## config.mk

```make
export PLATFORM = sky130hd
export DESIGN_NAME = mac_address_translator_top
export DESIGN_NICKNAME = d
export VERILOG_FILES = /design/src/sv/mat_pkg.sv /design/src/sv/mat_ram.sv /design/src/sv/mat_regs.sv /design/src/sv/mat_ctrl.sv /design/src/sv/mat_dp.sv /design/src/sv/mac_address_translator_top.sv
export VERILOG_INCLUDE_DIRS = /design/src /design/src/sv
export SDC_FILE = /design/constraint.sdc
export NUM_CORES = 1
export LEC_CHECK = 0
export BUFFER_PORTS_ARGS = -buffer_cell sky130_fd_sc_hd__buf_2
export CELL_PAD_IN_SITES_DETAIL_PLACEMENT = 1
export CELL_PAD_IN_SITES_GLOBAL_PLACEMENT = 1
export CORE_UTILIZATION = 25
export DETAILED_ROUTE_END_ITERATION = 6
export HOLD_SLACK_MARGIN = 0.08
export PLACE_DENSITY = 0.56
export SLEW_MARGIN = 20
export SYNTH_ARGS = -nofsm -noshare
export SYNTH_HDL_FRONTEND = slang
export SYNTH_SLANG_ARGS = --single-unit
```

## constraint.sdc

```tcl
create_clock -name aclk -period 39.2 [get_ports aclk]
set_input_delay 5.88 -clock aclk [delete_from_list [all_inputs] [get_ports aclk]]
set_output_delay 5.88 -clock aclk [all_outputs]
set_load 0.005 [all_outputs]
```

## src/sv/assert_macros.svh

```systemverilog
// Assertion macros shared by the address translator RTL.
// Depends on nothing; included by files that carry concurrent assertions.
`ifndef ASSERT_MACROS_SVH
`define ASSERT_MACROS_SVH

// Checked at every rising edge while reset is released.
`define MAT_ASSERT(name, clk, rst_n, prop, msg) \
    name: assert property (@(posedge clk) disable iff (!rst_n) prop) else $error(msg);

// Checked at every rising edge, including during reset.
`define MAT_ASSERT_ALWAYS(name, clk, prop, msg) \
    name: assert property (@(posedge clk) prop) else $error(msg);

`endif

```

## src/sv/mat_pkg.sv

```systemverilog
// Types and constants of the MAC address translator.
// Used by the controller, the datapath and the top level; depends on nothing.
package mat_pkg;

    localparam int ETH_W     = 48;
    localparam int LONG_W    = 64;
    localparam int TDATA_W   = 112;
    localparam int PREFIX_W  = 24;
    localparam int CNT_MAX_W = 6;
    localparam int APB_AW    = 4;
    localparam int APB_DW    = 64;

    localparam int          TR_BIT_POS  = 2;
    localparam logic [7:0]  PLAIN_B3    = 8'h02;
    localparam logic [7:0]  PLAIN_B4    = 8'h00;
    localparam logic [2:0]  XLAT_FLAGS  = 3'b110;

    localparam logic [1:0] RD_IDX  = 2'd0;
    localparam logic [1:0] RD_ZERO = 2'd1;
    localparam logic [1:0] RD_NEXT = 2'd2;

    localparam logic [2:0] RES_FAIL        = 3'd0;
    localparam logic [2:0] RES_OWN_LONG    = 3'd1;
    localparam logic [2:0] RES_DIRECT_LONG = 3'd2;
    localparam logic [2:0] RES_TABLE_LONG  = 3'd3;
    localparam logic [2:0] RES_OWN_ETH     = 3'd4;
    localparam logic [2:0] RES_COPY_ETH    = 3'd5;
    localparam logic [2:0] RES_HIT_ETH     = 3'd6;
    localparam logic [2:0] RES_ALLOC_ETH   = 3'd7;

    localparam logic REG_OWN_ETH  = 1'b0;
    localparam logic REG_OWN_LONG = 1'b1;

    typedef struct packed {
        logic       in_load;
        logic [1:0] rd_sel;
        logic       scan_clr;
        logic       scan_inc;
        logic       res_load;
        logic [2:0] res_sel;
        logic       alloc;
        logic       out_load;
    } mat_cmd_t;

    typedef struct packed {
        logic                 action;
        logic                 own_hit;
        logic                 tr_bit;
        logic                 idx_fail;
        logic                 plain;
        logic                 count_zero;
        logic                 key_match;
        logic                 scan_last;
        logic [CNT_MAX_W-1:0] count;
    } mat_status_t;

endpackage

```

## src/sv/mat_ram.sv

```systemverilog
// Generic single-port-write, single-port-read RAM with registered read data.
// Depends on nothing; holds the prefix table.
module mat_ram #(
    parameter int WIDTH = 24,
    parameter int DEPTH = 32,
    parameter int AW    = (DEPTH > 1) ? $clog2(DEPTH) : 1
) (
    input  logic             aclk,
    input  logic             we,
    input  logic [AW-1:0]    waddr,
    input  logic [WIDTH-1:0] wdata,
    input  logic [AW-1:0]    raddr,
    output logic [WIDTH-1:0] rdata
);

    logic [WIDTH-1:0] mem [DEPTH];
    logic [WIDTH-1:0] rdata_reg;

    always_ff @(posedge aclk) begin
        if (we) begin
            mem[waddr] <= wdata;
        end
        rdata_reg <= mem[raddr];
    end

    assign rdata = rdata_reg;

endmodule

```

## src/sv/mat_regs.sv

```systemverilog
// APB register block holding the own Ethernet and own long addresses.
// Depends on mat_pkg for the port and address widths.
module mat_regs (
    input  logic                       aclk,
    input  logic                       aresetn,
    input  logic                       psel,
    input  logic                       penable,
    input  logic                       pwrite,
    input  logic [mat_pkg::APB_AW-1:0] paddr,
    input  logic [mat_pkg::APB_DW-1:0] pwdata,
    output logic [mat_pkg::APB_DW-1:0] prdata,
    output logic                       pready,
    output logic [mat_pkg::ETH_W-1:0]  own_eth,
    output logic [mat_pkg::LONG_W-1:0] own_long
);

    logic [mat_pkg::ETH_W-1:0]  own_eth_reg;
    logic [mat_pkg::ETH_W-1:0]  own_eth_next;
    logic [mat_pkg::LONG_W-1:0] own_long_reg;
    logic [mat_pkg::LONG_W-1:0] own_long_next;
    logic                       wr_en;

    assign pready = 1'b1;
    assign wr_en  = psel && penable && pwrite && pready;

    always_comb begin
        own_eth_next  = own_eth_reg;
        own_long_next = own_long_reg;
        if (wr_en) begin
            unique case (paddr[3])
                mat_pkg::REG_OWN_ETH:  own_eth_next  = pwdata[mat_pkg::ETH_W-1:0];
                mat_pkg::REG_OWN_LONG: own_long_next = pwdata;
            endcase
        end
    end

    always_ff @(posedge aclk) begin
        if (!aresetn) begin
            own_eth_reg  <= '0;
            own_long_reg <= '0;
        end else begin
            own_eth_reg  <= own_eth_next;
            own_long_reg <= own_long_next;
        end
    end

    always_comb begin
        unique case (paddr[3])
            mat_pkg::REG_OWN_ETH:  prdata = {16'h0000, own_eth_reg};
            mat_pkg::REG_OWN_LONG: prdata = own_long_reg;
        endcase
    end

    assign own_eth  = own_eth_reg;
    assign own_long = own_long_reg;

endmodule

```

## src/sv/mat_ctrl.sv

```systemverilog
// Controller state machine of the MAC address translator.
// Depends on mat_pkg for the command and status structs and their codes.
module mat_ctrl (
    input  logic                 aclk,
    input  logic                 aresetn,
    input  logic                 s_tvalid,
    output logic                 s_tready,
    output logic                 m_tvalid,
    input  logic                 m_tready,
    input  mat_pkg::mat_status_t status,
    output mat_pkg::mat_cmd_t    cmd
);

    localparam logic [2:0] ST_IDLE   = 3'd0;
    localparam logic [2:0] ST_DECODE = 3'd1;
    localparam logic [2:0] ST_TREAD  = 3'd2;
    localparam logic [2:0] ST_SCAN   = 3'd3;
    localparam logic [2:0] ST_ALLOC  = 3'd4;
    localparam logic [2:0] ST_OUT    = 3'd5;

    logic [2:0] state_reg;
    logic [2:0] state_next;
    logic       m_tvalid_reg;
    logic       m_tvalid_next;

    always_comb begin
        state_next = state_reg;
        cmd        = '0;
        cmd.rd_sel = mat_pkg::RD_IDX;
        s_tready   = 1'b0;
        unique case (state_reg)
            ST_IDLE: begin
                s_tready = 1'b1;
                if (s_tvalid) begin
                    cmd.in_load = 1'b1;
                    state_next  = ST_DECODE;
                end
            end
            ST_DECODE: begin
                if (!status.action) begin
                    if (status.own_hit) begin
                        cmd.res_load = 1'b1;
                        cmd.res_sel  = mat_pkg::RES_OWN_LONG;
                        state_next   = ST_OUT;
                    end else if (status.tr_bit) begin
                        if (status.idx_fail) begin
                            cmd.res_load = 1'b1;
                            cmd.res_sel  = mat_pkg::RES_FAIL;
                            state_next   = ST_OUT;
                        end else begin
                            cmd.rd_sel = mat_pkg::RD_IDX;
                            state_next = ST_TREAD;
                        end
                    end else begin
                        cmd.res_load = 1'b1;
                        cmd.res_sel  = mat_pkg::RES_DIRECT_LONG;
                        state_next   = ST_OUT;
                    end
                end else begin
                    if (status.own_hit) begin
                        cmd.res_load = 1'b1;
                        cmd.res_sel  = mat_pkg::RES_OWN_ETH;
                        state_next   = ST_OUT;
                    end else if (status.plain) begin
                        cmd.res_load = 1'b1;
                        cmd.res_sel  = mat_pkg::RES_COPY_ETH;
                        state_next   = ST_OUT;
                    end else if (status.count_zero) begin
                        state_next = ST_ALLOC;
                    end else begin
                        cmd.rd_sel   = mat_pkg::RD_ZERO;
                        cmd.scan_clr = 1'b1;
                        state_next   = ST_SCAN;
                    end
                end
            end
            ST_TREAD: begin
                cmd.res_load = 1'b1;
                cmd.res_sel  = mat_pkg::RES_TABLE_LONG;
                state_next   = ST_OUT;
            end
            ST_SCAN: begin
                if (status.key_match) begin
                    cmd.res_load = 1'b1;
                    cmd.res_sel  = mat_pkg::RES_HIT_ETH;
                    state_next   = ST_OUT;
                end else if (status.scan_last) begin
                    state_next = ST_ALLOC;
                end else begin
                    cmd.rd_sel   = mat_pkg::RD_NEXT;
                    cmd.scan_inc = 1'b1;
                end
            end
            ST_ALLOC: begin
                cmd.alloc    = 1'b1;
                cmd.res_load = 1'b1;
                cmd.res_sel  = mat_pkg::RES_ALLOC_ETH;
                state_next   = ST_OUT;
            end
            ST_OUT: begin
                if (!m_tvalid_reg || m_tready) begin
                    cmd.out_load = 1'b1;
                    state_next   = ST_IDLE;
                end
            end
            default: begin
                state_next = ST_IDLE;
            end
        endcase
    end

    always_comb begin
        priority if (cmd.out_load) begin
            m_tvalid_next = 1'b1;
        end else if (m_tready) begin
            m_tvalid_next = 1'b0;
        end else begin
            m_tvalid_next = m_tvalid_reg;
        end
    end

    always_ff @(posedge aclk) begin
        if (!aresetn) begin
            state_reg    <= ST_IDLE;
            m_tvalid_reg <= 1'b0;
        end else begin
            state_reg    <= state_next;
            m_tvalid_reg <= m_tvalid_next;
        end
    end

    assign m_tvalid = m_tvalid_reg;

endmodule

```

## src/sv/mat_dp.sv

```systemverilog
// Datapath of the MAC address translator: input word, prefix table, scan and results.
// Depends on mat_pkg and instantiates mat_ram for the prefix table.
module mat_dp #(
    parameter int PREFIX_ENTRIES = 32
) (
    input  logic                        aclk,
    input  logic                        aresetn,
    input  mat_pkg::mat_cmd_t           cmd,
    output mat_pkg::mat_status_t        status,
    input  logic                        in_action,
    input  logic [mat_pkg::ETH_W-1:0]   in_eth,
    input  logic [mat_pkg::LONG_W-1:0]  in_long,
    input  logic [mat_pkg::ETH_W-1:0]   own_eth,
    input  logic [mat_pkg::LONG_W-1:0]  own_long,
    output logic [mat_pkg::ETH_W-1:0]   out_eth,
    output logic [mat_pkg::LONG_W-1:0]  out_long,
    output logic                        out_ok
);

    localparam int IDX_W = (PREFIX_ENTRIES > 1) ? $clog2(PREFIX_ENTRIES) : 1;
    localparam int CNT_W = IDX_W + 1;

    logic                          action_reg;
    logic [mat_pkg::ETH_W-1:0]     eth_reg;
    logic [mat_pkg::LONG_W-1:0]    long_reg;
    logic [IDX_W-1:0]              scan_reg;
    logic [IDX_W-1:0]              scan_next;
    logic [CNT_W-1:0]              count_reg;
    logic [CNT_W-1:0]              count_next;
    logic [mat_pkg::ETH_W-1:0]     res_eth_reg;
    logic [mat_pkg::ETH_W-1:0]     res_eth_next;
    logic [mat_pkg::LONG_W-1:0]    res_long_reg;
    logic [mat_pkg::LONG_W-1:0]    res_long_next;
    logic                          res_ok_reg;
    logic                          res_ok_next;
    logic [mat_pkg::ETH_W-1:0]     out_eth_reg;
    logic [mat_pkg::LONG_W-1:0]    out_long_reg;
    logic                          out_ok_reg;

    logic [7:0]                    eb0;
    logic [4:0]                    eidx;
    logic [7:0]                    lb0;
    logic [7:0]                    lb3;
    logic [7:0]                    lb4;
    logic [15:0]                   lmid;
    logic [mat_pkg::PREFIX_W-1:0]  key;
    logic [IDX_W-1:0]              raddr;
    logic [mat_pkg::PREFIX_W-1:0]  rdata;
    logic                          full;
    logic [IDX_W-1:0]              alloc_idx;
    logic [IDX_W-1:0]              xlat_idx;

    assign eb0  = eth_reg[47:40];
    assign eidx = eb0[7:3];
    assign lb0  = long_reg[63:56];
    assign lb3  = long_reg[39:32];
    assign lb4  = long_reg[31:24];
    assign lmid = long_reg[55:40];
    assign key  = {lb0, lb3, lb4};

    assign full      = (count_reg == CNT_W'(PREFIX_ENTRIES));
    assign alloc_idx = full ? '0 : count_reg[IDX_W-1:0];
    assign xlat_idx  = cmd.alloc ? alloc_idx : scan_reg;

    always_comb begin
        unique case (cmd.rd_sel)
            mat_pkg::RD_IDX:  raddr = eidx[IDX_W-1:0];
            mat_pkg::RD_ZERO: raddr = '0;
            mat_pkg::RD_NEXT: raddr = scan_reg + 1'b1;
            default:          raddr = '0;
        endcase
    end

    mat_ram #(
        .WIDTH (mat_pkg::PREFIX_W),
        .DEPTH (PREFIX_ENTRIES),
        .AW    (IDX_W)
    ) u_table (
        .aclk  (aclk),
        .we    (cmd.alloc),
        .waddr (alloc_idx),
        .wdata (key),
        .raddr (raddr),
        .rdata (rdata)
    );

    always_comb begin
        status.action     = action_reg;
        status.own_hit    = action_reg ? (long_reg == own_long) : (eth_reg == own_eth);
        status.tr_bit     = eb0[mat_pkg::TR_BIT_POS];
        status.idx_fail   = (mat_pkg::CNT_MAX_W'(eidx) >= mat_pkg::CNT_MAX_W'(count_reg));
        status.plain      = (lb3 == mat_pkg::PLAIN_B3) && (lb4 == mat_pkg::PLAIN_B4)
                            && !lb0[mat_pkg::TR_BIT_POS];
        status.count_zero = (count_reg == '0);
        status.key_match  = (rdata == key);
        status.scan_last  = ((CNT_W'(scan_reg) + 1'b1) == count_reg);
        status.count      = mat_pkg::CNT_MAX_W'(count_reg);
    end

    always_comb begin
        scan_next = scan_reg;
        if (cmd.scan_clr) begin
            scan_next = '0;
        end else if (cmd.scan_inc) begin
            scan_next = scan_reg + 1'b1;
        end
    end

    always_comb begin
        count_next = count_reg;
        if (cmd.alloc && !full) begin
            count_next = count_reg + 1'b1;
        end
    end

    always_comb begin
        res_eth_next  = res_eth_reg;
        res_long_next = res_long_reg;
        res_ok_next   = res_ok_reg;
        if (cmd.res_load) begin
            res_eth_next  = '0;
            res_long_next = '0;
            res_ok_next   = 1'b1;
            unique case (cmd.res_sel)
                mat_pkg::RES_FAIL: begin
                    res_ok_next = 1'b0;
                end
                mat_pkg::RES_OWN_LONG: begin
                    res_long_next = own_long;
                end
                mat_pkg::RES_DIRECT_LONG: begin
                    res_long_next = {eb0, eth_reg[39:24], mat_pkg::PLAIN_B3,
                                     mat_pkg::PLAIN_B4, eth_reg[23:0]};
                end
                mat_pkg::RES_TABLE_LONG: begin
                    res_long_next = {rdata[23:16], eth_reg[39:24], rdata[15:8],
                                     rdata[7:0], eth_reg[23:0]};
                end
                mat_pkg::RES_OWN_ETH: begin
                    res_eth_next = own_eth;
                end
                mat_pkg::RES_COPY_ETH: begin
                    res_eth_next = {lb0, lmid, long_reg[23:0]};
                end
                mat_pkg::RES_HIT_ETH, mat_pkg::RES_ALLOC_ETH: begin
                    res_eth_next = {5'(xlat_idx), mat_pkg::XLAT_FLAGS, lmid, long_reg[23:0]};
                end
            endcase
        end
    end

    always_ff @(posedge aclk) begin
        if (!aresetn) begin
            count_reg <= '0;
        end else begin
            count_reg <= count_next;
        end
    end

    always_ff @(posedge aclk) begin
        if (cmd.in_load) begin
            action_reg <= in_action;
            eth_reg    <= in_eth;
            long_reg   <= in_long;
        end
        scan_reg     <= scan_next;
        res_eth_reg  <= res_eth_next;
        res_long_reg <= res_long_next;
        res_ok_reg   <= res_ok_next;
        if (cmd.out_load) begin
            out_eth_reg  <= res_eth_reg;
            out_long_reg <= res_long_reg;
            out_ok_reg   <= res_ok_reg;
        end
    end

    assign out_eth  = out_eth_reg;
    assign out_long = out_long_reg;
    assign out_ok   = out_ok_reg;

endmodule

```

## src/sv/mac_address_translator_top.sv

```systemverilog
// After acceptance a word passes the decode state, the table read state for an indexed
// Ethernet address or the scan and allocate states for a long address where needed, and
// the output state; a new word waits until then. The scan reads one table entry per cycle.
// The result register frees the input side while a finished word waits on m_tready.
// Reset (aresetn, synchronous, active low) clears the prefix count, the own addresses
// and the handshake state; table contents are left as they are and never read unwritten.
`include "assert_macros.svh"

module mac_address_translator_top #(
    parameter int PREFIX_ENTRIES = 32
) (
    input  logic                        aclk,
    input  logic                        aresetn,
    input  logic                        s_tvalid,
    output logic                        s_tready,
    // eth_addr [47:0], long_addr [111:48]
    input  logic [mat_pkg::TDATA_W-1:0] s_tdata,
    // action [0]
    input  logic                        s_tuser,
    output logic                        m_tvalid,
    input  logic                        m_tready,
    // eth_result [47:0], long_result [111:48]
    output logic [mat_pkg::TDATA_W-1:0] m_tdata,
    // ok [0]
    output logic                        m_tuser,
    input  logic                        psel,
    input  logic                        penable,
    input  logic                        pwrite,
    input  logic [mat_pkg::APB_AW-1:0]  paddr,
    input  logic [mat_pkg::APB_DW-1:0]  pwdata,
    output logic [mat_pkg::APB_DW-1:0]  prdata,
    output logic                        pready
);

    mat_pkg::mat_cmd_t           cmd;
    mat_pkg::mat_status_t        status;
    logic [mat_pkg::ETH_W-1:0]   own_eth;
    logic [mat_pkg::LONG_W-1:0]  own_long;
    logic [mat_pkg::ETH_W-1:0]   out_eth;
    logic [mat_pkg::LONG_W-1:0]  out_long;

    mat_regs u_regs (
        .aclk     (aclk),
        .aresetn  (aresetn),
        .psel     (psel),
        .penable  (penable),
        .pwrite   (pwrite),
        .paddr    (paddr),
        .pwdata   (pwdata),
        .prdata   (prdata),
        .pready   (pready),
        .own_eth  (own_eth),
        .own_long (own_long)
    );

    mat_ctrl u_ctrl (
        .aclk     (aclk),
        .aresetn  (aresetn),
        .s_tvalid (s_tvalid),
        .s_tready (s_tready),
        .m_tvalid (m_tvalid),
        .m_tready (m_tready),
        .status   (status),
        .cmd      (cmd)
    );

    mat_dp #(
        .PREFIX_ENTRIES (PREFIX_ENTRIES)
    ) u_dp (
        .aclk      (aclk),
        .aresetn   (aresetn),
        .cmd       (cmd),
        .status    (status),
        .in_action (s_tuser),
        .in_eth    (s_tdata[47:0]),
        .in_long   (s_tdata[111:48]),
        .own_eth   (own_eth),
        .own_long  (own_long),
        .out_eth   (out_eth),
        .out_long  (out_long),
        .out_ok    (m_tuser)
    );

    assign m_tdata = {out_long, out_eth};

    `MAT_ASSERT(a_busy_after_accept, aclk, aresetn, (s_tvalid && s_tready) |=> !s_tready, "input accepted while a word is in flight")
    `MAT_ASSERT(a_out_slot_free, aclk, aresetn, cmd.out_load |-> (!m_tvalid || m_tready), "result register overwritten before it was taken")
    `MAT_ASSERT(a_count_bound, aclk, aresetn, status.count <= mat_pkg::CNT_MAX_W'(PREFIX_ENTRIES), "prefix count exceeds table size")
    `MAT_ASSERT(a_alloc_case, aclk, aresetn, cmd.alloc |-> (status.action && !status.own_hit && !status.plain), "table allocation outside a long address lookup")

endmodule

```

Yosys cells after proc, flatten, opt, wreduce, memory -nomap -nowiden
Memory sizes are Yosys's and may differ from the RTL's. A register that Yosys moved wholly into a read port is not among the register bits.
Index checks and enable logic that the tools add are counted.

word-level totals
  flip-flop bits (word level) = 466
  RAM bits = 768
  output and inout port bits = 180
  logic and storage cells = 113
  memories kept = 1

operators by class
  add/subtract/negate cells = 3
  $lt $le $gt $ge = 1
  eq/ne operators = 22
  muxes and demuxes = 50
  bitwise gates (word level) = 1
  reduce and logical (&&, ||, !) cells = 20

memories
  memory            words  bits a word  rd ports  clocked after memory_dff  wr ports  RTL line       text
  u_dp.u_table.mem  32     24           1         1                         1         mat_ram.sv:16  logic [WIDTH-1:0] mem [DEPTH];

operators by type and width
  cell                                                              count
  64-bit one-hot mux with 3 select lines                            1
  48-bit one-hot mux with 3 select lines                            1
  64-bit one-hot mux with 2 select lines                            1
  64-bit == test                                                    1
  48-bit == test                                                    1
  3-bit 2-to-1 mux                                                  13
  4-bit 2-to-1 mux                                                  7
  24-bit == test                                                    1
  3-bit == test (second input constant)                             6
  1-bit 2-to-1 mux                                                  17
  4-bit one-hot mux with 4 select lines                             1
  3-bit one-hot mux with 5 select lines                             1
  3-bit by 2-bit == test with 1-bit output (second input constant)  4
  5-bit 2-to-1 mux                                                  2
  5-bit one-hot mux with 2 select lines                             1
  8-bit by 2-bit == test with 1-bit output (second input constant)  1
  8-bit logical NOT                                                 1
  2-bit 2-to-1 mux                                                  4
  5-bit by 1-bit adder with 6-bit output (second input constant)    1
  6-bit by 1-bit adder with 6-bit output (second input constant)    1
  3-bit by 1-bit == test with 1-bit output (second input constant)  2
  6-bit == test                                                     1
  6-bit == test (second input constant)                             1
  5-bit by 6-bit >= comparator with 1-bit output                    1
  17 further kinds                                                  26

Longest topological paths before layout
  word-level depth = 10
  mapped depth = 15
  depth with buffers taken out = 12

By module
A second synthesis with hierarchy kept.

unflattened totals
  cell total of the unflattened synthesis = 3,216
  area, all modules = 50,116.8 µm²

modules (own cells, without submodules)
  module    instances  cells an instance  area each (µm²)
  mat_ram   1          1,711              30,480.5
  mat_dp    1          929                14,272.4
  mat_regs  1          508                4,906.0
  mat_ctrl  1          68                 457.9

Worst setup path before layout
OpenSTA, ideal clock, no wires.

  path type = reg2reg
  start point = register u_dp.long_reg[30] (netlist bit)
  end point = register u_dp.res_eth_reg[0] (netlist bit), enable pin
  arrival = 14,875 ps
  path slack = 23,351 ps
  stages on the path, launching flop included = 8
  path buffers = 0
  period minus slack after synthesis = 15,849 ps
  cell sequence = edfxtp_1 > xnor2_1 > nand4_1 > nor4_1 > nand4_1 > o21ba_2 > and2_0 > o311ai_0

RTL lines
  item                      RTL line       text
  start: declaration        mat_dp.sv:25   logic [mat_pkg::LONG_W-1:0] long_reg;
  start signal: assignment  mat_dp.sv:164  long_reg <= in_long;
  end signal: assignment    mat_dp.sv:167  res_eth_reg <= res_eth_next;
  end: declaration          mat_dp.sv:30   logic [mat_pkg::ETH_W-1:0] res_eth_reg;

Worst setup path after layout
  start point = input paddr[3] (netlist bit)
  end point = output prdata[34] (netlist bit)

on the way
  cells in the longest elaborated chain, start to end = 2

RTL lines
  item                                      RTL line                          text
  start: declaration                        mac_address_translator_top.sv:29  input logic [mat_pkg::APB_AW-1:0] paddr,
  1-bit inverter (no line)                  n/a
  64-bit one-hot mux with 2 select lines *  mat_regs.sv:48                    unique case (paddr[3])
  end: declaration                          mac_address_translator_top.sv:31  output logic [mat_pkg::APB_DW-1:0] prdata,

Every way passes the cells marked *; elsewhere a longest branch is shown, timed or not.

==> flow_summary.yaml <==
run_status:
  outcome: "finished, final reports clean"
worst_setup_path:
  critical_path.startpoint_type: "input port"
  worst_ep_arrival_time_ns: 7.64
  critPathRequiredTime_ns: 33.32
  crit_type: "input port to output pin"
  worstSetupEndpointType: "output pin"
  cp_max_fo: 48
logic_synthesis:
  synth_cells: 3411
  ys_ff_latch: 1258
  synth_nets: 3607
  syn_avg_cell_area_um2: 14.43
  synth.distinct_cells: 72
  synthArstFlopShare_pct: 0
  synth-edff-count: 1107
  ys_seq_area_share_pct: 73.67
  postSynth.topFlopCell: "edfxtp_1"
  yosys_warnings: 0
  summed_instance_area_of_the_synthesized_netlist_um2: 49230
global_routing:
  layer_with_the_highest_usage: "met2"
  grt_use_met2_pct: 28.13
  met1_usage_pct: 24.52
  global_route.overflow_total: 0
  global_router_s_overall_resource_usage_pct: 17.79
  first_pass_grt_wire_length_um: 250300
  globalRouteMet3Util_pct: 2.880
  first_global_vias: 31520
  grt_start_max_net_pins: 105
  grt_antenna_before_repair: 48
clocking:
  clock_tree_from_tritoncts: "yes"
  post_cts_hold_buffer_count: 0
  numCtsBuffers: 135
  postCtsSetupRepairBufs: 0
  clkLatencyLatePin_ns: 0.78
  number_of_sinks_handled_by_clock_tree_synthesis: 1258
  ctsResizeCount: 0
  ctsRootBufferMaster: "clkbuf_16"
  clockBufferDepth: 3
  ctsHtreeMaxLevel: 4
  cts.reportedPaths.clkPinSlew_ns: 0.06
route:
  antenna_violating_nets_post_route: 0
  num_vias: 32120
  drc: 0
  drt_iter0_drc: 3548
  detail_route.first_pass.iterations: 5
  post_drt_via_cell_ratio: 4.891
  routedWlPerCell_um: 27.71
  wire_length_reported_by_the_detailed_router_um: 182000
floorplan:
  initial_utilization_pct: 25.22
  num_rows: 162
  design.core.area_um2: 195200
  die_height_um: 445.7
  chipWidth_um: 445.7
  top_level_ports: 368
  floorplan.die_area_um2: 198700
final_layout:
  post-route-util_pct: 30.17
  largest-register: "u_dp.u_table.mem"
  drive_gt1_share_pct: 20.10
  nFillCells: 20900
  final_net_count: 4005
  largest_register_ffs: 768
  area_growth_syn_to_layout_pct: 19.63
timing:
  slew_viol_final: 0
  finalHoldViolations: 0
  rsz_0062_raised_after_global_routing: "no"
  clock_skew_ns: 0.04229
  timing.final.crit_period_ns: 13.52
  setup_total_negative_slack_ns: 0
  fmaxAchievable_mhz: 73.97
  finalSetupViolations: 0
  min_period_over_period_pct: 34.49
  worst_slew_pin_slew_ns: 1.138
  slew_headroom_pct: 23.98
power_and_ir_drop:
  power.density_nw_per_um2: 55.86
  vdd.ir_drop.worst_uv: 46.43
  p_leak_nw: 19.81
placement:
  gp_congestion: 0.8737
  numPortBuffers: 363
  dp_hpwl_um: 114400
min_path:
  hp-class: "flop to flop"
flow_run:
  drv_cap: 0
[final timing paths]
| kind | end | start | cells past startpoint | slack (ns) |
|---|---|---|---|---|
| setup / recovery | prdata[34] | paddr[3] | 4 | 25.68 |
| hold / removal | u_dp.out_long[36] | u_dp.res_long_reg[36] | 0 | 0.41 |
| setup reg to reg | u_dp.res_eth_reg[1] | u_regs.own_eth[32] | 11 | 33.36 |
| hold reg to reg | u_dp.out_long[36] | u_dp.res_long_reg[36] | 0 | 0.41 |
[layer usage]
metal,vias to the layer above,share of wire (%)
li1,13740,-
met1,16890,44
met2,1200,47
met3,288,6.3
met4,8,3.3
met5,-,0.029
[power breakdown]
group / internal, W / switching, W
Combinational: 0.000110 / 0.000307
Clock: 0.000701 / 0.000553
Sequential: 0.00156 / 0.0000554
Total: 0.00237 / 0.000915
[cells in the final DEF (no fill, tap or decap), drive strengths merged, types with 7 or more instances in the layout]
cell type,n
diode,23
edfxtp,1107
a21boi,115
nor4,28
and3,23
o22a,19
o311ai,20
mux2,53
inv,22
a211oi,42
clkbuf,177
mux2i,101
a21oi,79
o221a,19
a221o,11
nand3,63
nand4,40
a22oi,34
ha,8
nor2,113
a31oi,45
o211ai,8
xor2,90
xnor2,64
and2,51
dfxtp,151
buf,467
o22ai,81
clkinv,61
a221oi,48
o21ai,81
o221ai,7
nand2,582
a22o,49
nor3,13
[cell families (layout without fill, tap and decap cells)]
logic type	Yosys count	after routing	synth area share [%]
xor+xnor	155	155	2.786
fa+ha+maj	8	8	0.2033
buf+inv	224	734	1.934
compound gates	676	676	9.864
simple gates	935	935	8.205
other cells	1	24	0.007618
mux	154	154	3.332
flops	1258	1258	73.67
[area by class of cell]
| type | count | area [um^2] | area share [%] |
|---|---|---|---|
| sequential | 1258 | 36260 | 61.58 |
| multi-input combinational | 1929 | 12280 | 20.85 |
| clock buffer | 177 | 3681 | 6.251 |
| tap | 2624 | 3283 | 5.575 |
| timing repair buffer | 467 | 2644 | 4.489 |
| clock inverter | 72 | 614.3 | 1.043 |
| inverter | 18 | 67.56 | 0.1147 |
| antenna | 23 | 57.56 | 0.09773 |
[stage by stage]
| step | total power, W | hold WS (ns) | setup slack [ns] | instance area (um^2) | std cells |
|---|---|---|---|---|---|
| 2_1_floorplan | 0.001858 | 0.4003 | 23.35 | 49230 | 3411 |
| 3_3_place_gp | 0.002055 | 0.4015 | 25.65 | 54530 | 6296 |
| 3_5_place_dp | 0.002064 | 0.4056 | 25.66 | 54530 | 6296 |
| 4_1_cts | 0.003315 | 0.4071 | 25.65 | 58830 | 6545 |
| 5_1_grt | 0.003390 | 0.4105 | 25.65 | 58880 | 6563 |
| 6_report | 0.003290 | 0.4067 | 25.68 | 58890 | 6568 |
[critical path, stage by stage]
cell    delay, ns
buf_4        0.32
buf_4        0.66
mux2_2       0.54
buf_2        0.17
[Yosys cell counts (all sizes together), types with 3 or more instances]
cell | n | area share, %
o311ai | 20 | 0.36
dfxtp | 151 | 6.1
inv | 18 | 0.14
a22o | 49 | 0.87
xnor2 | 64 | 1.1
o221ai | 7 | 0.12
nand2 | 582 | 4.4
a221o | 11 | 0.22
nor2b | 4 | 0.051
mux2 | 53 | 1.2
nand3 | 63 | 0.64
o22a | 19 | 0.34
a211oi | 42 | 0.64
a31oi | 45 | 0.57
nor4 | 28 | 0.36
a221oi | 48 | 0.85
and3 | 23 | 0.29
o221a | 19 | 0.43
a21boi | 115 | 1.8
o22ai | 81 | 1.0
ha | 8 | 0.20
nor2 | 113 | 0.86
clkbuf | 127 | 0.97
xor2 | 90 | 1.6
a21o | 3 | 0.046
or4b | 3 | 0.061
nor3 | 13 | 0.13
a22oi | 34 | 0.53
edfxtp | 1107 | 68
a21oi | 79 | 0.80
and2 | 51 | 0.65
nand4 | 40 | 0.51
o211ai | 8 | 0.13
buf | 79 | 0.83
o311a | 4 | 0.081
nand2b | 5 | 0.064
mux2i | 101 | 2.1
o21ai | 81 | 0.85
(Power assumes the default switching activity.)
